**config.mk**
```make
export PLATFORM = sky130hd
export DESIGN_NAME = top_k_sorted_insert_core
export DESIGN_NICKNAME = d
export VERILOG_FILES = /design/src/rtl/core/tksi_pkg.sv /design/src/rtl/core/tksi_cell.sv /design/src/rtl/core/top_k_sorted_insert_core.sv
export SDC_FILE = /design/constraint.sdc
export NUM_CORES = 2
export LEC_CHECK = 0
export ABC_AREA = 1
export BUFFER_PORTS_ARGS = -buffer_cell sky130_fd_sc_hd__buf_2
export CAP_MARGIN = 20
export CORE_AREA = 2 2 593 477
export DETAILED_ROUTE_END_ITERATION = 10
export DIE_AREA = 0 0 595 479
export GPL_ROUTABILITY_DRIVEN = 0
export PLACE_DENSITY_LB_ADDON = 0.2
export SLEW_MARGIN = 5
export SYNTH_ARGS = -nofsm -noshare
export SYNTH_HDL_FRONTEND = slang
export SYNTH_SLANG_ARGS = --single-unit
```
**constraint.sdc**
```tcl
create_clock -name clk -period 8.25 [get_ports clk]
set_clock_uncertainty 0.1 [all_clocks]
set_input_delay 1.65 -clock clk [delete_from_list [all_inputs] [get_ports clk]]
set_output_delay 1.65 -clock clk [all_outputs]
set_load 0.05 [all_outputs]
```
**src/rtl/core/tksi_pkg.sv**
```systemverilog
`default_nettype none
// ---------------------------------------------------------------------------
// tksi_pkg
// Shared codes and types for the top-k sorted insertion core.
// ---------------------------------------------------------------------------
package tksi_pkg;

	localparam int FUNC_W      = 2;
	localparam int LIMIT_W     = 5;
	localparam int INDEX_W     = 4;
	localparam int COUNT_OUT_W = 5;

	localparam logic [FUNC_W-1:0] FUNC_INSERT = 2'd0;
	localparam logic [FUNC_W-1:0] FUNC_READ   = 2'd1;
	localparam logic [FUNC_W-1:0] FUNC_CLEAR  = 2'd2;

	localparam logic [LIMIT_W-1:0] LIMIT_RESET = 5'd16;

	// per-cell control from the sequencing logic
	typedef struct packed {
		logic upd;      // admitted insert: cell loads or shifts
		logic held;     // cell lies within the held entries
		logic tail_sel; // cell is the last held entry
		logic rd_sel;   // cell is addressed by a read
	} cell_ctrl_t;

endpackage
`default_nettype wire

```
**src/rtl/core/tksi_cell.sv**
```systemverilog
`default_nettype none
// ---------------------------------------------------------------------------
// tksi_cell
// One slot of the sorted list: holds a key and payload, flags whether the new
// key belongs at or before it, and takes its left neighbour's entry on a shift.
// ---------------------------------------------------------------------------
module tksi_cell #(
	parameter int KEY_WIDTH     = 32,
	parameter int PAYLOAD_WIDTH = 32
) (
	input  wire                          clk,
	input  wire tksi_pkg::cell_ctrl_t    ctrl,
	input  wire  [KEY_WIDTH-1:0]         new_key,
	input  wire  [PAYLOAD_WIDTH-1:0]     new_payload,
	input  wire                          prev_ins,
	input  wire  [KEY_WIDTH-1:0]         prev_key,
	input  wire  [PAYLOAD_WIDTH-1:0]     prev_payload,
	output logic                         ins,
	output logic [KEY_WIDTH-1:0]         key,
	output logic [PAYLOAD_WIDTH-1:0]     payload,
	output logic [KEY_WIDTH-1:0]         tail_key,
	output logic [KEY_WIDTH-1:0]         rd_key,
	output logic [PAYLOAD_WIDTH-1:0]     rd_payload
);

	logic [KEY_WIDTH-1:0]     key_q;
	logic [PAYLOAD_WIDTH-1:0] payload_q;

	// true from the insertion point onwards, since the held keys never increase
	assign ins = !(ctrl.held && (key_q >= new_key));

	always_ff @(posedge clk) begin
		if (ctrl.upd) begin
			if (prev_ins) begin
				key_q     <= prev_key;
				payload_q <= prev_payload;
			end else if (ins) begin
				key_q     <= new_key;
				payload_q <= new_payload;
			end
		end
	end

	assign key        = key_q;
	assign payload    = payload_q;
	assign tail_key   = ctrl.tail_sel ? key_q : '0;
	assign rd_key     = ctrl.rd_sel ? key_q : '0;
	assign rd_payload = ctrl.rd_sel ? payload_q : '0;

endmodule
`default_nettype wire

```
**src/rtl/core/top_k_sorted_insert_core.sv**
```systemverilog
`default_nettype none
// ---------------------------------------------------------------------------
// top_k_sorted_insert_core
// Keeps the best entries by key in descending order in a row of cells; an
// insert places the new entry in the row, reads and clears are served too.
// ---------------------------------------------------------------------------
// the result strobe done follows an accepted start through pending_q and then done_q
// a new start is not accepted while busy; busy covers the cycle in which
// the cell row has been updated and the result is being registered
// the receiver cannot stall, so done always lasts exactly one cycle
// reset clears the entry count and sets depth_limit to 16; cells hold no reset
module top_k_sorted_insert_core #(
	parameter int MAX_ENTRIES   = 16,
	parameter int KEY_WIDTH     = 32,
	parameter int PAYLOAD_WIDTH = 32
) (
	input  wire                                 clk,
	input  wire                                 arst_n,
	input  wire                                 start,
	output logic                                busy,
	input  wire  [tksi_pkg::FUNC_W-1:0]         func,
	input  wire  [KEY_WIDTH-1:0]                new_key,
	input  wire  [PAYLOAD_WIDTH-1:0]            new_payload,
	input  wire  [tksi_pkg::INDEX_W-1:0]        read_index,
	input  wire                                 cfg_valid,
	output logic                                cfg_ready,
	input  wire  [tksi_pkg::LIMIT_W-1:0]        cfg_data,
	output logic                                done,
	output logic                                admitted,
	output logic [tksi_pkg::COUNT_OUT_W-1:0]    entry_count,
	output logic [KEY_WIDTH-1:0]                tail_key,
	output logic [KEY_WIDTH-1:0]                entry_key,
	output logic [PAYLOAD_WIDTH-1:0]            entry_payload,
	output logic                                entry_valid
);

	localparam int CW = $clog2(MAX_ENTRIES + 1);

	logic [tksi_pkg::LIMIT_W-1:0]  depth_limit_q;
	logic [CW-1:0]                 count_q;
	logic                          pending_q;
	logic [tksi_pkg::FUNC_W-1:0]   func_q;
	logic [tksi_pkg::INDEX_W-1:0]  rd_idx_q;
	logic                          adm_q;

	logic                          done_q;
	logic                          admitted_q;
	logic [tksi_pkg::COUNT_OUT_W-1:0] entry_count_q;
	logic [KEY_WIDTH-1:0]          tail_key_q;
	logic [KEY_WIDTH-1:0]          entry_key_q;
	logic [PAYLOAD_WIDTH-1:0]      entry_payload_q;
	logic                          entry_valid_q;

	tksi_pkg::cell_ctrl_t          ctrl [MAX_ENTRIES];
	logic [MAX_ENTRIES-1:0]        ins_v;
	logic [MAX_ENTRIES-1:0]        lim_mask;
	logic [KEY_WIDTH-1:0]          cell_key [MAX_ENTRIES];
	logic [PAYLOAD_WIDTH-1:0]      cell_payload [MAX_ENTRIES];
	logic [KEY_WIDTH-1:0]          cell_tail [MAX_ENTRIES];
	logic [KEY_WIDTH-1:0]          cell_rd_key [MAX_ENTRIES];
	logic [PAYLOAD_WIDTH-1:0]      cell_rd_pay [MAX_ENTRIES];
	logic [MAX_ENTRIES-1:0]        rd_sel_v;

	logic                          accept;
	logic                          is_insert;
	logic [CW-1:0]                 lim;
	logic                          admit_c;
	logic                          upd;
	logic [CW:0]                   cnt_inc;
	logic [CW-1:0]                 count_nxt;
	logic [KEY_WIDTH-1:0]          tail_or;
	logic [KEY_WIDTH-1:0]          rd_key_or;
	logic [PAYLOAD_WIDTH-1:0]      rd_pay_or;

	assign accept    = start && !pending_q;
	assign busy      = pending_q;
	assign cfg_ready = 1'b1;
	assign is_insert = (func == tksi_pkg::FUNC_INSERT);

	// a limit above the cell count acts as the cell count
	assign lim = (32'(depth_limit_q) > MAX_ENTRIES) ? CW'(MAX_ENTRIES) : CW'(depth_limit_q);

	assign admit_c = (lim != '0) && ((ins_v & lim_mask) != '0);
	assign upd     = accept && is_insert && admit_c;
	assign cnt_inc = {1'b0, count_q} + {{CW{1'b0}}, 1'b1};

	always_comb begin
		count_nxt = count_q;
		if (lim != '0) begin
			if (admit_c) begin
				count_nxt = (cnt_inc > {1'b0, lim}) ? lim : CW'(cnt_inc);
			end else begin
				count_nxt = (count_q > lim) ? lim : count_q;
			end
		end
	end

	for (genvar i = 0; i < MAX_ENTRIES; i++) begin : g_cell
		assign lim_mask[i]     = (32'(i) < 32'(lim));
		assign ctrl[i].upd      = upd;
		assign ctrl[i].held     = (32'(i) < 32'(count_q));
		assign ctrl[i].tail_sel = (32'(i) + 32'd1 == 32'(count_q));
		assign ctrl[i].rd_sel   = pending_q && (func_q == tksi_pkg::FUNC_READ)
			&& (32'(rd_idx_q) == 32'(i)) && (32'(i) < 32'(count_q));
		assign rd_sel_v[i]     = ctrl[i].rd_sel;

		if (i == 0) begin : g_head
			tksi_cell #(
				.KEY_WIDTH     (KEY_WIDTH),
				.PAYLOAD_WIDTH (PAYLOAD_WIDTH)
			) u_cell (
				.clk          (clk),
				.ctrl         (ctrl[i]),
				.new_key      (new_key),
				.new_payload  (new_payload),
				.prev_ins     (1'b0),
				.prev_key     ('0),
				.prev_payload ('0),
				.ins          (ins_v[i]),
				.key          (cell_key[i]),
				.payload      (cell_payload[i]),
				.tail_key     (cell_tail[i]),
				.rd_key       (cell_rd_key[i]),
				.rd_payload   (cell_rd_pay[i])
			);
		end else begin : g_body
			tksi_cell #(
				.KEY_WIDTH     (KEY_WIDTH),
				.PAYLOAD_WIDTH (PAYLOAD_WIDTH)
			) u_cell (
				.clk          (clk),
				.ctrl         (ctrl[i]),
				.new_key      (new_key),
				.new_payload  (new_payload),
				.prev_ins     (ins_v[i-1]),
				.prev_key     (cell_key[i-1]),
				.prev_payload (cell_payload[i-1]),
				.ins          (ins_v[i]),
				.key          (cell_key[i]),
				.payload      (cell_payload[i]),
				.tail_key     (cell_tail[i]),
				.rd_key       (cell_rd_key[i]),
				.rd_payload   (cell_rd_pay[i])
			);
		end
	end

	// at most one cell is selected for each of these
	always_comb begin
		tail_or   = '0;
		rd_key_or = '0;
		rd_pay_or = '0;
		for (int i = 0; i < MAX_ENTRIES; i++) begin
			tail_or   = tail_or | cell_tail[i];
			rd_key_or = rd_key_or | cell_rd_key[i];
			rd_pay_or = rd_pay_or | cell_rd_pay[i];
		end
	end

	always_ff @(posedge clk or negedge arst_n) begin
		if (!arst_n) begin
			depth_limit_q <= tksi_pkg::LIMIT_RESET;
		end else if (cfg_valid && cfg_ready) begin
			depth_limit_q <= cfg_data;
		end
	end

	always_ff @(posedge clk or negedge arst_n) begin
		if (!arst_n) begin
			count_q   <= '0;
			pending_q <= 1'b0;
			done_q    <= 1'b0;
		end else begin
			pending_q <= accept;
			done_q    <= pending_q;
			if (accept) begin
				if (is_insert) begin
					count_q <= count_nxt;
				end else if (func == tksi_pkg::FUNC_CLEAR) begin
					count_q <= '0;
				end
			end
		end
	end

	always_ff @(posedge clk) begin
		if (accept) begin
			func_q   <= func;
			rd_idx_q <= read_index;
			adm_q    <= is_insert && admit_c;
		end
	end

	// result transaction registered from the updated cell row
	always_ff @(posedge clk) begin
		if (pending_q) begin
			admitted_q      <= adm_q;
			entry_count_q   <= tksi_pkg::COUNT_OUT_W'(count_q);
			tail_key_q      <= tail_or;
			entry_key_q     <= rd_key_or;
			entry_payload_q <= rd_pay_or;
			entry_valid_q   <= (rd_sel_v != '0);
		end
	end

	assign done          = done_q;
	assign admitted      = admitted_q;
	assign entry_count   = entry_count_q;
	assign tail_key      = tail_key_q;
	assign entry_key     = entry_key_q;
	assign entry_payload = entry_payload_q;
	assign entry_valid   = entry_valid_q;

endmodule
`default_nettype wire

```
* After elaboration in Yosys (flattened, before gate mapping)
Cells that the tools add are included. Widths: inputs -> output; s select.
Word-level totals: register bits after elaboration 1146, bits in latches 0, RAM bits 0, bits in read-only memories 0, logic and storage cells 403, memories kept 0
Cells by class: add/sub/neg operators 1, multiply operators 0, div/mod/pow operators 0, magnitude comparators 51, eq/ne operators 50, shift-type cells 0, muxes and demuxes 115, bitwise logic cells 47, reduce and logical (&&, ||, !) cells 94
Operators by type and width (number):
- $mux 32 | 108
- $or 32x32->32 | 45
- $ge 32x32->1 | 16
- $lt 4x5->1 const A | 16
- $logic_and 1x1->1 | 54
- $eq 4x5->1 const A | 8
- $lt 3x5->1 const A | 8
- $mux 5 | 7
- $eq 4x4->1 const B | 8
- $reduce_and 2->1 | 16
- $reduce_bool 16->1 | 2
- $ne 2x2->1 const B | 15
- $eq 3x5->1 const A | 4
- $lt 1x5->1 const A | 4
- $lt 2x5->1 const A | 4
- $logic_not 1->1 | 17
- $and 16x16->16 | 1
- $eq 4x3->1 const B | 4
- $eq 2x5->1 const A | 2
- $eq 4x2->1 const B | 2
- $add 5x1->6 const B | 1
- $gt 6x5->1 | 1
- $eq 1x5->1 const A | 1
- $eq 5x5->1 const A | 1
- other kinds (13) | 13

* Logic depth before layout (Yosys ltp)
depth in word-level cells 20, gate-level depth with buffers 23

* By module
Synthesis repeated with hierarchy kept, for this count alone.
Second synthesis, totals: cell total of the unflattened synthesis 10243, area total of the unflattened synthesis 76101.7 um^2
Modules (own cells, without submodules):
- tksi_cell | times used 16, cells an instance 584, area an instance 4251.6 um^2, sequential area each 1921.8 um^2
- top_k_sorted_insert_core | times used 1, cells an instance 899, area an instance 8076.5 um^2, sequential area each 3604.7 um^2

* Least setup slack after synthesis
Ideal clock, no wire load.
kind input to register, start input port new_key[15], end register g_cell[1].g_body.u_cell.key_q[0], enable pin, library setup time 0.507 ns, data arrival time 7.123 ns, path slack 0.520 ns, stages 20, cells stage by stage inv_1 clkbuf_1 ha_1 a21o_1 nor2_1 nand2_1 nor2_1 nand2_1 nand2_1 nand2_1 nand2_1 nand2_1 nand2_1 nor2_1 nand2_2 nor2_8 nor2_4 nand2_4 buf_6 a21oi_1
On the way: word-level cells in the longest chain between the ends 8
RTL lines:
- start: declaration | line top_k_sorted_insert_core.sv:22 | input wire [KEY_WIDTH-1:0] new_key,
- $ge 32x32->1 | line tksi_cell.sv:30 | assign ins = !(ctrl.held && (key_q >= new_key));
- $logic_and 1x1->1 | line tksi_cell.sv:30
- $logic_not 1->1 | line tksi_cell.sv:30
- $and 16x16->16 | line top_k_sorted_insert_core.sv:83 | assign admit_c = (lim != '0) && ((ins_v & lim_mask) != '0);
- $reduce_bool 16->1 | line top_k_sorted_insert_core.sv:83
- $logic_and 1x1->1 | line top_k_sorted_insert_core.sv:83
- $logic_and 1x1->1 | line top_k_sorted_insert_core.sv:84 | assign upd = accept && is_insert && admit_c;
- $reduce_and 2->1 (no source line) (*)
- end signal: assignment | line tksi_cell.sv:35 | key_q <= prev_key;
- end signal: assignment | line tksi_cell.sv:38 | key_q <= new_key;
- end: declaration | line tksi_cell.sv:26 | logic [KEY_WIDTH-1:0] key_q;
Mark *: on every way between the ends. The rest lies on a longest branch, timed or not. A chain may end at the register's enable or synchronous reset.

* Worst setup path in the final report
start input port new_key[31], end register g_cell[9].g_body.u_cell.payload_q[1], enable pin
On the way: word-level cells in the longest chain between the ends 8
RTL lines:
- $ge 32x32->1 | line tksi_cell.sv:30
- $logic_and 1x1->1 | line tksi_cell.sv:30
- $logic_not 1->1 | line tksi_cell.sv:30
- $and 16x16->16 | line top_k_sorted_insert_core.sv:83
- $reduce_bool 16->1 | line top_k_sorted_insert_core.sv:83
- $logic_and 1x1->1 | line top_k_sorted_insert_core.sv:83
- $logic_and 1x1->1 | line top_k_sorted_insert_core.sv:84
- $reduce_and 2->1 (no source line) (*)
- end signal: assignment | line tksi_cell.sv:36 | payload_q <= prev_payload;
- end signal: assignment | line tksi_cell.sv:39 | payload_q <= new_payload;
- end: declaration | line tksi_cell.sv:27 | logic [PAYLOAD_WIDTH-1:0] payload_q;
Marks and branches as above.

==> impl_metrics.py <==
metrics = {
    "floorplan": {
        "die_w_um": 595,
        "rows": 174,
        "fp.coreArea_um2": 280000,
        "ioPinCount": 185,
        "start_util": 0.239,
        "dieArea_um2": 285000,
        "die_h_um": 479,
    },
    "finish": {
        "final_nets": 7978,
        "drive_above_1_share": 0.0859,
        "syn2layout_area_growth_pct": 15.9,
        "fin_util": 0.277,
        "fillers": 29600,
        "layout.cells.non_filler": 11200,
    },
    "synth": {
        "yosysTopAreaCell": "edfxtp_1",
        "ys_seq_area_frac": 0.514,
        "synth_common_cells": "nand2_1, o21ai_0, edfxtp_1",
        "yosysMostFrequentCell": "nand2_1",
        "syn_avg_cell_area_um2": 9.17,
        "async_flop_share": 0.0105,
        "yosys_warnings": 0,
        "yosysTopAreaCellShare": 0.510,
        "netlist_top_cells_area": "edfxtp_1, nand2_1, ha_1, o21ai_0, inv_1",
        "ys_ff_latch": 1146,
        "netlist_instances": 7290,
        "syn_area_um2": 66800,
        "synth.net_count": 7894,
        "synth_edf_count": 1134,
        "ys.flop_type": "edfxtp_1",
        "ys_types": 51,
    },
    "pwr": {
        "power.density_nw_per_um2": 253,
        "power_w": 0.0196,
        "leakage_nw": 31.8,
        "ir_worst_vdd_mv": 0.261,
    },
    "drt": {
        "wl_per_cell_um": 30.7,
        "num_vias": 61000,
        "drc": 0,
        "drt_first_pass_iters": 7,
        "drt_iter0_drc": 9677,
        "via_per_inst": 5.45,
        "drtAntennaViolNets": 0,
        "drt-total-wl_mm": 344,
    },
    "grt": {
        "grt_pass1_wl_mm": 466,
        "grt_start_max_net_pins": 131,
        "grt_use_total": 0.233,
        "grt_pass1_vias": 55800,
        "antenna_found_initial": 33,
        "overflow": 0,
    },
    "worst_setup_path": {
        "startpoint_type": "primary input",
        "arrival_ns": 6.60,
        "endpoint": "g_cell[9].g_body.u_cell.payload[1]$_DFFE_PP_",
        "r2r_slack_ns": 2.67,
        "reg2reg_to": "tail_key[10]$_DFFE_PP_",
        "worstPathMaxFanout": 56,
        "r2r-start": "count_q[0]$_DFFE_PN0P_",
        "criticalPathCategory": "primary input to register",
        "required_ns": 8.61,
        "rr_worst_depth": 11,
        "startpoint": "new_key[31]",
        "cp-end-kind": "register",
    },
    "clock_tree": {
        "max-clock-path-buffers": 4,
        "clkTransAtPathRegs_ns": 0.06,
        "root_buffer": "clkbuf_16",
        "cts_resized": 0,
        "holdBufCountCts": 0,
        "clock-sinks": 1146,
        "post-cts-setup-buffers": 0,
        "cts_tree": "done",
        "clk_latency_ns": 0.87,
        "cts_buffers": 148,
        "htree_levels": 4,
    },
    "sta": {
        "hold_violations": 0,
        "fin_crit_ns": 6.24,
        "setup_tns_ns": 0,
        "rsz0062_at_grt": "false",
        "relSlewSlack": 0.0272,
        "setup_viol": 0,
        "worst_slew_pin_slew_ns": 1.46,
        "slew_viol_final": 0,
        "clock.fmax_ghz": 0.160,
        "period_share": 0.757,
    },
    "place": {
        "port_buffers": 183,
        "dp_hpwl_mm": 225,
        "dp_cells": 10900,
    },
    "job": {
        "drv_cap": 0,
    },
    "hold_path": {
        "hold_class": "register to register",
    },
    "run_status": {
        "status": "completed",
    },
}
## critical path: stages
cell	delay, ns
buf_2	0.16
inv_1	0.51
ha_1	0.36
a21oi_1	0.28
o21a_1	0.36
nand2_1	0.20
a21oi_1	1.01
nand2_1	0.23
nand2_4	0.14
nand2_1	0.06
nand2_1	0.07
nor2_2	0.06
nand2_4	0.11
nor2_8	0.06
nor2_4	0.11
nand2_4	0.28
a21oi_4	0.29
buf_12	0.50
## worst min-delay path by stage
stage	startpoint	endpoint	slack (ns)	depth (start not counted)
floorplan	adm_q$_DFFE_PP_	admitted$_DFFE_PP_	0.30	0
global placement	adm_q$_DFFE_PP_	admitted$_DFFE_PP_	0.41	0
detailed placement	adm_q$_DFFE_PP_	admitted$_DFFE_PP_	0.41	0
CTS	adm_q$_DFFE_PP_	admitted$_DFFE_PP_	0.39	0
global route	adm_q$_DFFE_PP_	admitted$_DFFE_PP_	0.38	0
finish	adm_q$_DFFE_PP_	admitted$_DFFE_PP_	0.38	0
## per-layer routing
metal	share of wire	GRT usage	vias to the layer above	routed length, µm
met1	0.44	0.330	30000	150000
met4	0.034	0.0709	16	11700
met3	0.13	0.0864	728	45100
li1	-	-	26100	-
met2	0.40	0.323	4223	137000
met5	0.00054	0.00249	-	184
## where the power goes
group	total (W)	internal, W	leakage [nW]	switching [W]
clock	0.00656	0.00377	2.23	0.00279
combinational	0.00548	0.00123	18.9	0.00425
sequential	0.00757	0.00721	10.6	0.000352
## cells by family (layout without fill, tap and decap cells)
logic type,count (synthesis),count (layout),synth area share
AO/OA/AOI/OAI,2019,2019,0.176
XOR/XNOR,1,1,0.000131
adder cells (fa/ha/maj),525,525,0.0983
buffers and inverters,1045,1228,0.0597
flip-flops,1146,1146,0.514
other,1,27,0.0000561
AND/OR/NAND/NOR,2553,2553,0.152
## cell usage in the layout, fill, tap and decap left out, types with 13 or more instances in the layout
master / count
nand2_1: 1968
o21ai_0: 1142
edfxtp_1: 1134
inv_1: 595
ha_1: 525
nor2_1: 318
a21oi_1: 275
buf_2: 183
a221oi_1: 179
o22ai_1: 156
clkbuf_16: 150
buf_4: 144
nand4_1: 113
a211oi_1: 66
nand3_1: 61
a22o_1: 47
clkinv_1: 33
o21a_1: 31
clkbuf_1: 31
diode_2: 26
buf_12: 24
o2111ai_1: 23
nor2_4: 20
clkinv_2: 20
a21o_1: 19
o211ai_1: 19
inv_2: 17
o221ai_1: 17
nand2_4: 16
a2111oi_0: 14
bufinv_16: 14
nor3_1: 13
nor4_1: 13
## registers in the layout (all words and copies together), names as in the netlist
register	flops
rd_idx_q	4
g_cell.g_head.u_cell.payload	32
admitted	1
g_cell.g_body.u_cell.payload	480
adm_q	1
entry_count	5
entry_valid	1
tail_key	32
entry_payload	32
busy	1
g_cell.g_head.u_cell.key	32
depth_limit_q	5
func_q	2
g_cell.g_body.u_cell.key	480
count_q	5
done	1
entry_key	32
## stage by stage
step                      setup slack (ns)  instance area [µm²]  hold slack, ns
after global routing                  2.08                77400           0.377
after floorplan                      0.520                66800           0.300
after global placement               0.679                72700           0.415
final                                 2.01                77400           0.375
after CTS                             2.34                77400           0.389
after detailed placement              1.47                72700           0.408
## area by class of cell
cell class,count,area [µm²],area share
Clock inverter,67,728,0.00940
Antenna cell,26,65.1,0.000840
Clock buffer,182,3880,0.0502
Tap cell,3696,4620,0.0597
Inverter,627,2370,0.0306
Multi-Input combinational cell,5099,28900,0.373
Timing Repair Buffer,352,2500,0.0323
Sequential cell,1146,34400,0.444
No activity file was read; power rests on OpenSTA's default activity.
